<file path="src/rtl/core/rwl_pkg.sv">
// ----------------------------------------------------------------------------
// rwl_pkg
// Shared types and codes for the recursive reader/writer lock manager.
// ----------------------------------------------------------------------------
package rwl_pkg;

    localparam int OP_W   = 2;
    localparam int TID_W  = 4;
    localparam int STAT_W = 2;
    localparam int MODE_W = 2;

    localparam logic [OP_W-1:0] OP_READ   = 2'd0;
    localparam logic [OP_W-1:0] OP_WRITE  = 2'd1;
    localparam logic [OP_W-1:0] OP_UNLOCK = 2'd2;

    localparam logic [STAT_W-1:0] ST_GRANTED  = 2'd0;
    localparam logic [STAT_W-1:0] ST_WAIT     = 2'd1;
    localparam logic [STAT_W-1:0] ST_RELEASED = 2'd2;
    localparam logic [STAT_W-1:0] ST_ERROR    = 2'd3;

    localparam logic [MODE_W-1:0] MODE_FREE      = 2'd0;
    localparam logic [MODE_W-1:0] MODE_SHARED    = 2'd1;
    localparam logic [MODE_W-1:0] MODE_EXCLUSIVE = 2'd2;

    typedef enum logic [0:0] {
        S_IDLE,
        S_EXEC
    } ctl_state_t;

    typedef struct packed {
        logic capture;
        logic commit;
    } ctl_cmd_t;

endpackage

</file>
<file path="src/rtl/core/rwl_datapath.sv">
// ----------------------------------------------------------------------------
// rwl_datapath
// Request register, per-thread read count store, writer state and the
// result word register.
// ----------------------------------------------------------------------------
module rwl_datapath #(
    parameter int THREAD_COUNT = 16,
    parameter int DEPTH_BITS   = 8
) (
    input  logic                        clk,
    input  logic                        rst_n,
    input  rwl_pkg::ctl_cmd_t           cmd,
    input  logic [rwl_pkg::OP_W-1:0]    opcode,
    input  logic [rwl_pkg::TID_W-1:0]   thread_id,
    output logic [rwl_pkg::STAT_W-1:0]  status,
    output logic                        wake,
    output logic [rwl_pkg::MODE_W-1:0]  lock_mode
);
    import rwl_pkg::*;

    localparam int TID_SPAN    = 1 << TID_W;
    localparam int STORE_DEPTH = (THREAD_COUNT < TID_SPAN) ? THREAD_COUNT : TID_SPAN;
    localparam int IDX_W       = $clog2(STORE_DEPTH);
    localparam int RT_W        = $clog2(STORE_DEPTH + 1);
    localparam logic [DEPTH_BITS-1:0] DEPTH_MAX = {DEPTH_BITS{1'b1}};

    logic [OP_W-1:0]       op_reg;
    logic [TID_W-1:0]      tid_reg;
    logic [DEPTH_BITS-1:0] rd_reg [STORE_DEPTH];
    logic [RT_W-1:0]       rt_reg;
    logic [DEPTH_BITS-1:0] wd_reg;
    logic [TID_W-1:0]      wo_reg;
    logic [STAT_W-1:0]     status_reg;
    logic                  wake_reg;
    logic [MODE_W-1:0]     mode_reg;

    logic [IDX_W-1:0]      idx;
    logic                  tid_ok;
    logic                  owns;
    logic [DEPTH_BITS-1:0] cur_rd;
    logic                  rd_we;
    logic [DEPTH_BITS-1:0] rd_next;
    logic [RT_W-1:0]       rt_next;
    logic [DEPTH_BITS-1:0] wd_next;
    logic [TID_W-1:0]      wo_next;
    logic [STAT_W-1:0]     status_next;
    logic                  wake_next;
    logic [MODE_W-1:0]     mode_next;

    assign idx    = tid_reg[IDX_W-1:0];
    assign tid_ok = (32'(tid_reg) < 32'(THREAD_COUNT));
    assign cur_rd = tid_ok ? rd_reg[idx] : '0;
    assign owns   = (wd_reg != '0) && (wo_reg == tid_reg);

    always_comb
    begin
        rd_we       = 1'b0;
        rd_next     = cur_rd;
        rt_next     = rt_reg;
        wd_next     = wd_reg;
        wo_next     = wo_reg;
        status_next = ST_ERROR;
        wake_next   = 1'b0;
        if (tid_ok)
        begin
            case (op_reg) inside
                OP_READ, OP_WRITE:
                begin
                    if (owns)
                    begin
                        if (wd_reg != DEPTH_MAX)
                        begin
                            wd_next     = wd_reg + DEPTH_BITS'(1);
                            status_next = ST_GRANTED;
                        end
                    end
                    else if (wd_reg != '0)
                    begin
                        status_next = ST_WAIT;
                    end
                    else if (op_reg == OP_READ)
                    begin
                        if (cur_rd != DEPTH_MAX)
                        begin
                            rd_we       = 1'b1;
                            rd_next     = cur_rd + DEPTH_BITS'(1);
                            status_next = ST_GRANTED;
                            if (cur_rd == '0)
                            begin
                                rt_next = rt_reg + RT_W'(1);
                            end
                        end
                    end
                    else if ((rt_reg == '0) || ((rt_reg == RT_W'(1)) && (cur_rd != '0)))
                    begin
                        wo_next     = tid_reg;
                        wd_next     = DEPTH_BITS'(1);
                        status_next = ST_GRANTED;
                    end
                    else
                    begin
                        status_next = ST_WAIT;
                    end
                end
                OP_UNLOCK:
                begin
                    if (owns)
                    begin
                        wd_next     = wd_reg - DEPTH_BITS'(1);
                        status_next = ST_RELEASED;
                        wake_next   = (wd_reg == DEPTH_BITS'(1));
                    end
                    else if (cur_rd != '0)
                    begin
                        rd_we       = 1'b1;
                        rd_next     = cur_rd - DEPTH_BITS'(1);
                        status_next = ST_RELEASED;
                        if ((cur_rd == DEPTH_BITS'(1)) && (rt_reg != '0))
                        begin
                            rt_next = rt_reg - RT_W'(1);
                        end
                        wake_next = (rt_next <= RT_W'(1));
                    end
                end
                default:
                begin
                    status_next = ST_ERROR;
                end
            endcase
        end

        if (wd_next != '0)
        begin
            mode_next = MODE_EXCLUSIVE;
        end
        else if (rt_next != '0)
        begin
            mode_next = MODE_SHARED;
        end
        else
        begin
            mode_next = MODE_FREE;
        end
    end

    always_ff @(posedge clk)
    begin
        if (cmd.capture)
        begin
            op_reg  <= opcode;
            tid_reg <= thread_id;
        end
        if (cmd.commit)
        begin
            status_reg <= status_next;
            wake_reg   <= wake_next;
            mode_reg   <= mode_next;
        end
    end

    always_ff @(posedge clk or negedge rst_n)
    begin
        if (!rst_n)
        begin
            for (int i = 0; i < STORE_DEPTH; i++)
            begin
                rd_reg[i] <= '0;
            end
            rt_reg <= '0;
            wd_reg <= '0;
            wo_reg <= '0;
        end
        else if (cmd.commit)
        begin
            if (rd_we)
            begin
                rd_reg[idx] <= rd_next;
            end
            rt_reg <= rt_next;
            wd_reg <= wd_next;
            wo_reg <= wo_next;
        end
    end

    assign status    = status_reg;
    assign wake      = wake_reg;
    assign lock_mode = mode_reg;

endmodule

</file>
<file path="src/rtl/core/rwl_ctrl.sv">
// ----------------------------------------------------------------------------
// rwl_ctrl
// Request sequencer: takes a word, evaluates it once the result slot is
// free, and tracks the result word's valid flag.
// ----------------------------------------------------------------------------
module rwl_ctrl (
    input  logic              clk,
    input  logic              rst_n,
    input  logic              in_valid,
    output logic              in_stall,
    output logic              out_valid,
    input  logic              out_stall,
    output rwl_pkg::ctl_cmd_t cmd
);
    import rwl_pkg::*;

    ctl_state_t state_reg;
    ctl_state_t state_next;
    logic       out_valid_reg;
    logic       out_valid_next;
    logic       slot_free;

    assign slot_free = !out_valid_reg || !out_stall;

    always_ff @(posedge clk or negedge rst_n)
    begin
        if (!rst_n)
        begin
            state_reg     <= S_IDLE;
            out_valid_reg <= 1'b0;
        end
        else
        begin
            state_reg     <= state_next;
            out_valid_reg <= out_valid_next;
        end
    end

    always_comb
    begin
        state_next     = state_reg;
        cmd.capture    = 1'b0;
        cmd.commit     = 1'b0;
        in_stall       = 1'b1;
        out_valid_next = out_valid_reg && out_stall;
        unique case (state_reg)
            S_IDLE:
            begin
                in_stall    = 1'b0;
                cmd.capture = in_valid;
                if (in_valid)
                begin
                    state_next = S_EXEC;
                end
            end
            S_EXEC:
            begin
                if (slot_free)
                begin
                    cmd.commit     = 1'b1;
                    out_valid_next = 1'b1;
                    state_next     = S_IDLE;
                end
            end
            default:
            begin
                state_next = S_IDLE;
            end
        endcase
    end

    assign out_valid = out_valid_reg;

endmodule

</file>
<file path="src/rtl/core/recursive_rw_lock_manager_top.sv">
// ----------------------------------------------------------------------------
// recursive_rw_lock_manager_top
// Recursive reader/writer lock manager for one shared resource.
// ----------------------------------------------------------------------------
// Each request word (read lock, write lock, unlock from a numbered thread)
// gets exactly one result word: granted, must wait, released or error, plus
// a wake flag and the lock mode after the request. S_IDLE takes a request
// word; S_EXEC reads the thread's count entry, updates the writer state and
// loads the result register, then returns to S_IDLE for the next word. A
// result held by out_stall delays evaluation of the following request until
// the result register frees up. The read count store resets to zero at once
// with the reader total and writer state; no clearing pass is needed.
module recursive_rw_lock_manager_top #(
    parameter int THREAD_COUNT = 16,
    parameter int DEPTH_BITS   = 8
) (
    input  logic                        clk,
    input  logic                        rst_n,
    input  logic                        in_valid,
    output logic                        in_stall,
    input  logic [rwl_pkg::OP_W-1:0]    opcode,
    input  logic [rwl_pkg::TID_W-1:0]   thread_id,
    output logic                        out_valid,
    input  logic                        out_stall,
    output logic [rwl_pkg::STAT_W-1:0]  status,
    output logic                        wake,
    output logic [rwl_pkg::MODE_W-1:0]  lock_mode
);
    import rwl_pkg::*;

    ctl_cmd_t cmd;

    rwl_ctrl u_ctrl (
        .clk       (clk),
        .rst_n     (rst_n),
        .in_valid  (in_valid),
        .in_stall  (in_stall),
        .out_valid (out_valid),
        .out_stall (out_stall),
        .cmd       (cmd)
    );

    rwl_datapath #(
        .THREAD_COUNT (THREAD_COUNT),
        .DEPTH_BITS   (DEPTH_BITS)
    ) u_datapath (
        .clk       (clk),
        .rst_n     (rst_n),
        .cmd       (cmd),
        .opcode    (opcode),
        .thread_id (thread_id),
        .status    (status),
        .wake      (wake),
        .lock_mode (lock_mode)
    );

endmodule

</file>
<file path="config.mk">
export PLATFORM = sky130hd
export DESIGN_NAME = recursive_rw_lock_manager_top
export DESIGN_NICKNAME = d
export VERILOG_FILES = /design/src/rtl/core/rwl_pkg.sv /design/src/rtl/core/rwl_datapath.sv /design/src/rtl/core/rwl_ctrl.sv /design/src/rtl/core/recursive_rw_lock_manager_top.sv
export SDC_FILE = /design/constraint.sdc
export NUM_CORES = 1
export LEC_CHECK = 0
export ABC_AREA = 1
export BUFFER_PORTS_ARGS = -buffer_cell sky130_fd_sc_hd__buf_2
export CAP_MARGIN = 20
export CORE_MARGIN = 2
export CORE_UTILIZATION = 45
export CTS_CLUSTER_DIAMETER = 200
export DETAILED_ROUTE_END_ITERATION = 6
export PLACE_DENSITY_LB_ADDON = 0.2
export SYNTH_ARGS = -nofsm -noshare
export SYNTH_HDL_FRONTEND = slang
export SYNTH_HIERARCHICAL = 1
export SYNTH_SLANG_ARGS = --single-unit
</file>
<file path="constraint.sdc">
create_clock -name clk -period 2.95 [get_ports clk]
set_input_delay 0.295 -clock clk [delete_from_list [all_inputs] [get_ports clk]]
set_output_delay 0.295 -clock clk [all_outputs]
set_load 0.05 [all_outputs]
</file>
==> impl_results.md, run 1 <==
* Clock Sinks at 158
* Max-cap violations at 0
* Via/cell ratio at 5.039
* WP data arrival at 3.42 ns
* Syn Inst Count at 1,257
* First-pass GRT wire length at 42.39 mm
* Synthesized area per cell at 7.284 sq um
* Critical Path Source: u_datapath/idx[0]
* Clock Latency Late Sink at 0.43 ns
* P per Cell Area at 531.2 mW/mm^2
* Leak pwr at 6.065 nW
* Hold Fails Final Rpt at 0
* DRT iter0 DRCs at 574
* # fillers at 1,872
* Pin count of the biggest net entering global routing at 73
* Slew headroom at 67.95%
* Dpl cells at 1,599
* Starting Density at 45.54%
* Vias at 8,421
* Max reg flops at 128
* P&R area growth vs syn at 28.27%
* Synth Flop Type: dfrtp_1
* Syn. warnings at 6
* H-tree depth at 4
* #FFs+latches synth at 158
* Status: complete, but fails checks
* Final worst slack at -0.1406 ns
* Final net count at 1,409
* HP Start: thread_id[1]
* VDD IR max at 403.6 uV
* Clock root cell: clkbuf_16
* CTS clk-pin slew, worst paths at 0.07 ns
* CP max FO at 5
* Fin crit share at 104.8%
* Die Y at 146.6 um
* Synth area leader: dfrtp_1
* Critical Path RT at 3.28 ns
* Final Critical Period at 3.091 ns
* Sequential-to-total area share from yosys stat at 43.78%
* Setup TNS Final at -6.169 ns
* Sw Pwr at 2.086 mW
* CTS tree: yes
* Core box area at 0.02010 sq mm
* Total power at 6.239 mW
* Distinct cell type count of the synthesized netlist at 42
* Clock Power Share at 36.0%
* CP Capture Type: register
* Critical path class: register to register
* Post-Syn Area at 0.009156 sq mm
* Number of remaining DRC errors at 0
* Post-DP HPWL at 17.61 mm
* Vias in the first global route at 8,108
* Ys async rst share at 93.04%
* Port buffer count at 16
* WL per Instance at 15.65 um
* Area share of the largest cell type after synthesis at 40.17%
* Drt total wl at 26.14 mm
* Util after Layout at 58.42%
* Skew final at 0.01216 ns
* Switching Fraction at 33.44%
* CTS Buf Count at 17
* Comb pwr share at 24.6%
* Slew Limit Fails at 0
* Reg power frac at 39.4%
* Die width at 146.6 um
* Failing checks: setup timing
* Synthesized Nets at 1,278
* Hold Crit Class: primary input to register
* Most area-consuming cells after synthesis: dfrtp_1 40%, nand2_1 28%, edfxtp_1 3.6%
* Layout cell share with drive strength beyond 1 at 26.84%
* Row count at 52
* Max Freq at 0.3236 GHz
* Tightest Pin Transition at 0.4807 ns
* Ant diodes at 0
* GRT Total Usage at 24.93%
* Total iterations of the first detailed-routing run at 5
* Initial antenna violation count at 0
* RSZ-0062 raised after global routing: true
* Startpoint Class: register
* Clock Path Buffers at 2
* Num ports at 17
* Power Internal at 4.153 mW
* Setup Viol. Count Final at 75
* Post-route insts no fill at 1,671
* FF-to-FF Start: u_datapath/idx[0]
* Gp weighted congestion at 0.8715
* Number of synthesized flops with an enable pin at 11
* Post-route ant nets at 0
* Grt total ovfl at 0
* Die ar. at 0.02150 sq mm
[power groups by stage]
stage	Clock (mW)	Sequential (mW)	Combinational (mW)
finish	2.25	2.46	1.53
global route	2.39	2.48	1.71
CTS	2.29	2.45	1.46
detailed placement	0	2.49	1.42
global placement	0	2.49	1.41
floorplan	0	2.50	0.913
[cells by family after synthesis]
| family | Yosys count | share of synthesized area, % |
|---|---|---|
| xor gates and xnor gates | 18 | 1.804 |
| buffers and inverters | 112 | 5.890 |
| AOI/OAI and AO/OA | 104 | 7.147 |
| DFF | 158 | 43.78 |
| adders and majority gates | 11 | 1.503 |
| and+or+nand+nor | 854 | 39.87 |
[routing by layer]
metal	up-vias	GRT usage (%)	share of wire [%]
li1	4210	-	-
met2	179	41.46	49
met5	-	0	0
met1	3996	33.81	45
met3	36	4.375	4.2
met4	0	6.505	1.9
[synthesized netlist by cell type (2+ instances only)]
library cell and instances:
a31oi_1 2, a21oi_1 10, edfxtp_1 11, clkbuf_2 2, nor2_2 7, nor2_8 2, o21ai_0 34, inv_4 5
buf_2 14, nand3_1 49, nor3_2 3, o21ai_1 24, ha_1 11, a22oi_1 16, clkbuf_1 7, inv_1 46
nand2_4 3, dfrtp_1 147, nand2_2 8, buf_4 5, nand2_8 2, nor2_4 23, nand2_1 694, nand3b_1 2
xnor2_1 4, nor2_1 42, xor2_1 13, o21ai_2 13, nand4_1 10, nor3_1 7, buf_6 9, inv_2 22
[placed cells by master, fill, tap and decap left out, drive strengths merged, types with 4 or more instances in the layout]
| cell type | count |
|---|---|
| nor2 | 74 |
| o21ai | 71 |
| nand2 | 707 |
| a21oi | 11 |
| buf | 144 |
| inv | 79 |
| xnor2 | 4 |
| xor2 | 14 |
| clkinv | 5 |
| ha | 11 |
| nor3 | 11 |
| clkinvlp | 6 |
| clkbuf | 20 |
| a22oi | 16 |
| edfxtp | 11 |
| dfrtp | 147 |
| nand4 | 10 |
| nand3 | 50 |
[critical path: stages, from the launching register on]
cell,delay [ns]
edfxtp_1,0.44
buf_6,0.16
nand2_8,0.07
clkinvlp_4,0.17
a22oi_2,0.21
nand2_1,0.09
nand2_2,0.09
nand2_2,0.07
nor2_4,0.12
inv_2,0.07
ha_4,0.17
nand3_4,0.08
nor2_4,0.05
nor2_4,0.11
inv_2,0.07
nand2_4,0.10
nand2_8,0.07
buf_6,0.14
nor2_4,0.10
clkinv_4,0.11
nor2_4,0.20
clkinvlp_4,0.17
nand2_1,0.08
nand2_1,0.05
[what timing repair did]
| item | in CTS | in global routing |
|---|---|---|
| buffers inserted | 21 | 14 |
| hold endpoints to repair | 43 | 0 |
| resized for setup | 35 | 150 |
| cloned | 3 | 2 |
| hold buffers | 1 | 0 |
| pin swaps | 12 | 46 |
| setup endpoints to repair | 129 | 136 |
[cell type report]
type / instances / area [sq um] / area share [%]
clock buffers: 19 / 464.2 / 3.952
multi-input cells: 987 / 5031 / 42.84
well taps: 270 / 337.8 / 2.876
inverters: 74 / 341.6 / 2.908
repair buffers: 146 / 1391 / 11.85
flip-flops and latches: 158 / 4009 / 34.13
clock inverters: 13 / 136.4 / 1.161
repair inverters: 4 / 33.78 / 0.2876
[through the flow]
step                      worst slack [ns]  cell area [sq um]  hold slack, ns
after detailed placement           -0.1289              10170          0.2777
after floorplan                    0.09726               9156      -0.0005911
after CTS                         -0.03192              11120         0.01996
after global placement            -0.04224              10170          0.2751
after global routing               -0.2903              11750         0.01538
final                              -0.1406              11750         0.03181
[worst paths after layout]
check | to | slack (ns) | cells past startpoint
worst max-delay path | u_datapath/rd_reg[57] | -0.14 | 23
worst min-delay path | u_datapath/idx[1] | 0.03 | 1
worst max register to register | u_datapath/rd_reg[57] | -0.14 | 23
worst min register to register | u_datapath/rd_reg[10] | 0.48 | 2
max in group asynchronous | u_datapath/rd_reg[86] | 1.77 | 3
min in group asynchronous | u_datapath/rd_reg[61] | 0.38 | 2
Note: power is estimated with default switching activity, not from simulation.
==> run 2, diff against run 1 <==
--- a/config.mk
+++ b/config.mk
@@ -11,3 +11,4 @@
 export CORE_MARGIN = 2
-export CORE_UTILIZATION = 45
+export CORE_UTILIZATION = 40
+export CTS_BUF_LIST = sky130_fd_sc_hd__clkbuf_16
 export CTS_CLUSTER_DIAMETER = 200
==> constraint.sdc (replaced) <==
create_clock -name clk -period 2.95 [get_ports clk]
set_input_delay 0 -clock clk [delete_from_list [all_inputs] [get_ports clk]]
set_output_delay 0 -clock clk [all_outputs]
set_load 0.05 [all_outputs]
==> run 2 against run 1 <==
- the flow finishes with violations (DRC, setup timing)
- hold slack better by 0.11 ns
- sequential share of layout area down 0.83 points
- flip-flop and latch count stayed put
- via count increased by 2.4%
- setup slack gained 0.031 ns
- global-route usage is 1.2 points lower
- highest routed layer unchanged
- final area rose by 2.5%
- combinational power rose by 17%
- critical path depth rose by 2
- count of clock-buffer cells in the layout fell by 1
- total power is 5.5% higher
- clock power is 4% higher
==> impl_results.md, run 2 (synthesized netlist as in run 1, its figures left out) <==
* DRT iter0 DRCs at 623 (was 574)
* Hold Fails Final Rpt at 0 (unchanged)
* Via/cell ratio at 5.038 (was 5.039)
* Startpoint Class: register (unchanged)
* Slew headroom at 52.14% (was 67.95%)
* Layout cell share with drive strength beyond 1 at 26.23% (was 26.84%)
* Critical Path RT at 3.27 ns (was 3.28 ns)
* Drt total wl at 28.44 mm (was 26.14 mm)
* Failing checks: DRC, setup timing (was setup timing)
* P per Cell Area at 547.0 mW/mm^2 (was 531.2 mW/mm^2)
* VDD IR max at 346.6 uV (was 403.6 uV)
* Port buffer count at 16 (unchanged)
* Grt met3 use at 3.677% (was 4.375%)
* Clock Sinks at 158 (unchanged)
* Dpl cells at 1,623 (was 1,599)
* Post-route insts no fill at 1,711 (was 1,671)
* Max reg flops at 128 (unchanged)
* Status: complete, but fails checks (unchanged)
* Sw Pwr at 2.212 mW (was 2.086 mW)
* Max Freq at 0.3268 GHz (was 0.3236 GHz)
* WP data arrival at 3.38 ns (was 3.42 ns)
* Slowest CP cell: edfxtp_1 (unchanged)
* Total iterations of the first detailed-routing run at 7 (was 5)
* Reg power frac at 37.2% (was 39.4%)
* Core box area at 0.02257 sq mm (was 0.02010 sq mm)
* Most used routing layer: met2 (unchanged)
* First-pass GRT wire length at 44.44 mm (was 42.39 mm)
* Slew Limit Fails at 0 (unchanged)
* Comb pwr share at 27.1% (was 24.6%)
* Clock Latency Late Sink at 0.44 ns (was 0.43 ns)
* RSZ-0062 raised after global routing: true (unchanged)
* Fin crit share at 103.7% (was 104.8%)
* Row count at 55 (was 52)
* Starting Density at 40.57% (was 45.54%)
* Commonest non-fill, non-tap cell in the layout: nand2_1 (unchanged)
* Gp weighted congestion at 0.8873 (was 0.8715)
* CTS Buf Count at 17 (unchanged)
* Critical path's largest stage delay at 0.47 ns (was 0.44 ns)
* P&R area growth vs syn at 31.46% (was 28.27%)
* Grt total ovfl at 0 (unchanged)
* Vias in the first global route at 8,170 (was 8,108)
* Clock Path Buffers at 2 (unchanged)
* Setup Viol. Count Final at 128 (was 75)
* Max-cap violations at 0 (unchanged)
* Met2 GRT Util at 38.94% (was 41.46%)
* CP Capture Type: register (unchanged)
* GRT met1 Usage at 32.45% (was 33.81%)
* # fillers at 2,165 (was 1,872)
* Post-route ant nets at 0 (unchanged)
* Hold Crit Class: primary input to async pin (was primary input to register)
* Number of remaining DRC errors at 4 (was 0)
* H-tree depth at 4 (unchanged)
* Crit path buf inv count at 9 (was 7)
* Die width at 155.3 um (was 146.6 um)
* Clock Power Share at 35.6% (was 36.0%)
* Util after Layout at 53.33% (was 58.42%)
* Die ar. at 0.02412 sq mm (was 0.02150 sq mm)
* Critical path class: register to register (unchanged)
* Leak pwr at 6.181 nW (was 6.065 nW)
* WL per Instance at 16.62 um (was 15.65 um)
* Die Y at 155.3 um (was 146.6 um)
* Final worst slack at -0.1100 ns (was -0.1406 ns)
* Post-DP HPWL at 18.48 mm (was 17.61 mm)
* Leading cell types in the layout, fill and taps excluded: 657 x nand2_1, 147 x dfrtp_1, 94 x buf_4, 43 x nand3_1, 42 x inv_1 (was 623 x nand2_1, 147 x dfrtp_1, 83 x buf_4, 69 x nand2_2, 46 x nand3_1)
* Num ports at 17 (unchanged)
* Vias at 8,620 (was 8,421)
* Final Critical Period at 3.060 ns (was 3.091 ns)
* CTS tree: yes (unchanged)
* CP top delay family: simple AND/OR/NAND/NOR gates (unchanged)
* CP max FO at 8 (was 5)
* Final net count at 1,434 (was 1,409)
* Pin count of the biggest net entering global routing at 75 (was 73)
* GRT Total Usage at 23.68% (was 24.93%)
* CTS clk-pin slew, worst paths at 0.07 ns (about the same)
* Setup TNS Final at -6.680 ns (was -6.169 ns)
* Ant diodes at 0 (unchanged)
* Power Internal at 4.373 mW (was 4.153 mW)
* Most frequent CP cell: nand2_2 (was nor2_4)
* Initial antenna violation count at 0 (unchanged)
* Skew final at 0.01617 ns (was 0.01216 ns)
* Clock root cell: clkbuf_16 (unchanged)
* Switching Fraction at 33.59% (was 33.44%)
* Tightest Pin Transition at 0.7179 ns (was 0.4807 ns)
==> run 2: final cells by class <==
class	count	area, sq um	area share [%]
Multi-Input combinational cell	988	5005	41.58
Sequential cell	158	4009	33.31
Timing Repair Buffer	173	1688	14.02
Clock buffer	18	450.4	3.742
Tap cell	285	356.6	2.963
Inverter	74	351.6	2.921
Clock inverter	14	168.9	1.403
Timing Repair inverter	1	7.507	0.06237
==> run 2: stage by stage <==
step                total power, mW  hold WS (ns)  setup slack (ns)  instance area [sq um]
floorplan                     3.417       -0.2956           0.09726                   9156
global placement              3.986       0.07819           -0.1007                  10260
detailed placement            3.989       0.07202           -0.2039                  10260
CTS                           6.425        0.1684         -0.009379                  11410
global route                  6.914        0.1872           -0.2342                  12040
finish                        6.584        0.1371           -0.1100                  12040
==> run 2: metal layers <==
metal	share of wire [%]	vias to the layer above
met5	0	-
met4	2.3	0
met3	4.1	37
met2	48	207
met1	46	4118
li1	-	4258
==> run 2: power by group through the flow <==
stage / clock (mW) / sequential [mW] / combinational [mW]
3_5_place_dp: 0 / 2.49 / 1.50
4_1_cts: 2.39 / 2.45 / 1.59
6_report: 2.35 / 2.45 / 1.79
2_1_floorplan: 0 / 2.50 / 0.913
5_1_grt: 2.47 / 2.47 / 1.97
3_3_place_gp: 0 / 2.49 / 1.50
==> run 2: repair_timing <==
action                     CTS  global route
pin swaps                   27            46
buffers inserted            22            21
hold endpoints to repair    80             0
setup endpoints to repair  131           140
cloned                       4             1
hold buffers                 9             0
gates resized for setup     51           126
==> run 2: worst register-to-register path, cell delays in order (launching register included) <==
cell and delay, ns:
edfxtp_1 0.47, nand2_2 0.13, clkinvlp_4 0.11, buf_6 0.14
buf_4 0.12, buf_4 0.13, nand2_1 0.06, nand3_1 0.09
nand2_1 0.08, nand2_2 0.10, nor2_4 0.15, nand2_2 0.08
nor2_4 0.11, buf_12 0.13, nand2_8 0.07, buf_12 0.13
nor2_8 0.10, nand2_2 0.07, nand2_4 0.08, inv_6 0.05
nand3_2 0.07, o21ai_2 0.05, buf_6 0.14, clkbuf_16 0.17
nand2_2 0.06, nand2_1 0.05
==> run 2: path summary, 6_finish.rpt <==
check,start,to,slack (ns),cells past startpoint
setup / recovery,u_datapath/idx[1],u_datapath/rd_reg[119],-0.11,25
hold / removal,rst_n,u_datapath/rd_reg[31],0.14,2
setup reg to reg,u_datapath/idx[1],u_datapath/rd_reg[119],-0.11,25
hold reg to reg,u_datapath/rd_reg[55],u_datapath/rd_reg[55],0.47,2
max in group asynchronous,rst_n,u_datapath/rt_reg[0],1.92,3
min in group clk,thread_id[2],u_datapath/idx[2],0.28,2
==> run 3, diff against run 2 <==
CELL_PAD_IN_SITES_DETAIL_PLACEMENT = 1   (was default)
CELL_PAD_IN_SITES_GLOBAL_PLACEMENT = 1   (was default)
==> run 3 against run 2 <==
- the flow finishes with violations (setup timing)
- total power fell by 1.9%
- flip-flop and latch count did not move
- die area did not move
- sequential power barely moved
- setup slack got worse by 0.064 ns
- largest cell class unchanged
==> impl_results.md, run 3 (synthesized netlist as in run 1, its figures left out) <==
* Layout cell share with drive strength beyond 1 at 26.90% (was 26.23%)
* GRT Total Usage at 27.78% (was 23.68%)
* Die width at 155.3 um (unchanged)
* Failing checks: setup timing (was DRC, setup timing)
* Num ports at 17 (unchanged)
* Commonest non-fill, non-tap cell in the layout: nand2_1 (unchanged)
* Status: complete, but fails checks (unchanged)
* Setup Viol. Count Final at 130 (was 128)
* Finished Cell Area at 0.01204 sq mm (about the same)
* CTS Buf Count at 17 (unchanged)
* Row count at 55 (unchanged)
* Leading cell types in the layout, fill and taps excluded: 651 x nand2_1, 147 x dfrtp_1, 118 x buf_4, 44 x inv_1, 44 x nand2_2 (was 657 x nand2_1, 147 x dfrtp_1, 94 x buf_4, 43 x nand3_1, 42 x inv_1)
* Max reg flops at 128 (unchanged)
* Fin crit share at 105.9% (was 103.7%)
* Clock Path Buffers at 2 (unchanged)
* Pin count of the biggest net entering global routing at 74 (was 75)
* Via/cell ratio at 5.327 (was 5.038)
* Critical path's largest stage delay at 0.45 ns (was 0.47 ns)
* Power Internal at 4.135 mW (was 4.373 mW)
* Critical Path RT at 3.29 ns (was 3.27 ns)
* Switching Fraction at 35.98% (was 33.59%)
* Startpoint Class: register (unchanged)
* P per Cell Area at 536.3 mW/mm^2 (was 547.0 mW/mm^2)
* Skew final at 0.01580 ns (was 0.01617 ns)
* Post-route insts no fill at 1,720 (was 1,711)
* Cell Chain, Critical Path: buf_4 > inv_8 > nor2_4 > buf_6 > a22oi_2 > nand2_1 > nand2_1 > nand2_2 > nor2_4 > ha_2 > inv_2 > nor2_4 > nand2_8 > buf_6 > nor2_8 > nand2_2 > nand2_4 > inv_4 > a32oi_4 > clkbuf_16 > o21ai_2
* CP max FO at 8 (unchanged)
* Port buffer count at 16 (unchanged)
* Tightest Pin Transition at 0.7499 ns (was 0.7179 ns)
* Reg power frac at 37.6% (was 37.2%)
* First-pass GRT wire length at 51.76 mm (was 44.44 mm)
* Leak pwr at 6.184 nW (was 6.181 nW)
* Clock Latency Late Sink at 0.45 ns (was 0.44 ns)
* Clock root cell: clkbuf_16 (unchanged)
* CP Capture Type: register (unchanged)
* WL per Instance at 19.89 um (was 16.62 um)
* Total iterations of the first detailed-routing run at 5 (was 7)
* Starting Density at 40.57% (unchanged)
* Grt total ovfl at 0 (unchanged)
* Final worst slack at -0.1741 ns (was -0.1100 ns)
* DP Worst Slack at -0.3823 ns (was -0.2039 ns)
* RSZ-0062 raised after global routing: true (unchanged)
* Ant diodes at 0 (unchanged)
* Max Freq at 0.3201 GHz (was 0.3268 GHz)
* WP data arrival at 3.46 ns (was 3.38 ns)
* Dpl cells at 1,643 (was 1,623)
* P&R area growth vs syn at 31.54% (was 31.46%)
* Number of remaining DRC errors at 0 (was 4)
* Slew headroom at 50.01% (was 52.14%)
* Post-route ant nets at 0 (unchanged)
* Max-cap violations at 0 (unchanged)
* Most frequent CP cell: nor2_4 (was nand2_2)
* Drt total wl at 34.22 mm (was 28.44 mm)
* Setup TNS Final at -13.75 ns (was -6.680 ns)
* Post-DP Area at 0.01040 sq mm (was 0.01026 sq mm)
* Flop2flop setup slack at -0.17 ns (was -0.11 ns)
* Post-DP HPWL at 21.68 mm (was 18.48 mm)
* Comb pwr share at 28.2% (was 27.1%)
* R2R Path End: u_datapath/rd_reg[46] (was u_datapath/rd_reg[119])
* Die Y at 155.3 um (unchanged)
* Sw Pwr at 2.324 mW (was 2.212 mW)
* Initial antenna violation count at 0 (unchanged)
* Gp weighted congestion at 0.8479 (was 0.8873)
* DRT iter0 DRCs at 605 (was 623)
* Die ar. at 0.02412 sq mm (unchanged)
* CTS tree: yes (unchanged)
* Clock Sinks at 158 (unchanged)
* Vias in the first global route at 9,478 (was 8,170)
* Clock Power Share at 34.3% (was 35.6%)
* Core box area at 0.02257 sq mm (unchanged)
* Hold Fails Final Rpt at 0 (unchanged)
* FF-to-FF Start: u_datapath/idx[0] (was u_datapath/idx[1])
* H-tree depth at 4 (unchanged)
* Critical path class: register to register (unchanged)
* Slew Limit Fails at 0 (unchanged)
* Final net count at 1,443 (was 1,434)
* Vias at 9,163 (was 8,620)
* Reg2reg path depth at 21 (was 25)
* VDD IR max at 312.6 uV (was 346.6 uV)
* Final Critical Period at 3.124 ns (was 3.060 ns)
* Slowest CP cell: edfxtp_1 (unchanged)
* CTS clk-pin slew, worst paths at 0.07 ns (about the same)
* Hold Crit Class: primary input to async pin (unchanged)
run 3: power groups by stage:
| stage | combinational [mW] | clock (mW) | sequential [mW] |
|---|---|---|---|
| floorplan | 0.913 | 0 | 2.50 |
| global placement | 1.56 | 0 | 2.46 |
| detailed placement | 1.60 | 0 | 2.46 |
| CTS | 1.70 | 2.24 | 2.42 |
| global route | 1.98 | 2.32 | 2.44 |
| finish | 1.82 | 2.21 | 2.43 |
run 3: worst max-delay path: cells and delay by family (launching register included):
family          cells  cell delay, ns
fa+ha+maj           1            0.20
buf+inv             7            0.92
simple gates       10            0.97
compound gates      3            0.49
flops               1            0.45
run 3: worst max path at each step:
stage,start,to,cells after the start
detailed placement,u_datapath/idx[0],u_datapath/rd_reg[56],22
global route,u_datapath/idx[0],u_datapath/lock_mode[0],24
floorplan,u_datapath/idx[0],u_datapath/rd_reg[78],23
finish,u_datapath/idx[0],u_datapath/rd_reg[46],21
global placement,u_datapath/idx[0],u_datapath/rd_reg[86],20
CTS,u_datapath/idx[0],u_datapath/rd_reg[14],20
run 3: per-stage QoR:
stage | util [%] | hold slack, ns | power [mW]
2_1_floorplan | - | -0.2956 | 3.417
3_3_place_gp | 46.09 | 0.08262 | 4.021
3_5_place_dp | 46.09 | 0.09673 | 4.060
4_1_cts | 51.21 | 0.2079 | 6.364
5_1_grt | 53.36 | 0.2343 | 6.745
6_report | 53.36 | 0.1423 | 6.459
run 3: cell type report:
cell class / instances / area [sq um]
Timing Repair inverter: 2 / 15.01
Inverter: 74 / 344.1
Fill cell: 2817 / 10530
Multi-Input combinational cell: 987 / 5052
Sequential cell: 158 / 4009
Clock buffer: 17 / 425.4
Clock inverter: 15 / 155.1
Timing Repair Buffer: 182 / 1687
Tap cell: 285 / 356.6
run 3: repair_timing:
item,4_1_cts,5_1_grt
hold endpoints to repair,77,0
endpoints found under the setup margin,135,136
setup buffers,19,10
gates resized for setup,72,100
cloned,3,3
pin swaps,24,36
hold buffers,10,0
run 3: routing by layer:
metal  GRT usage, %  part of all wire (%)
met5              0                     0
met4          9.480                   2.5
met3          3.621                   2.6
met2          49.50                    51
met1          34.80                    44
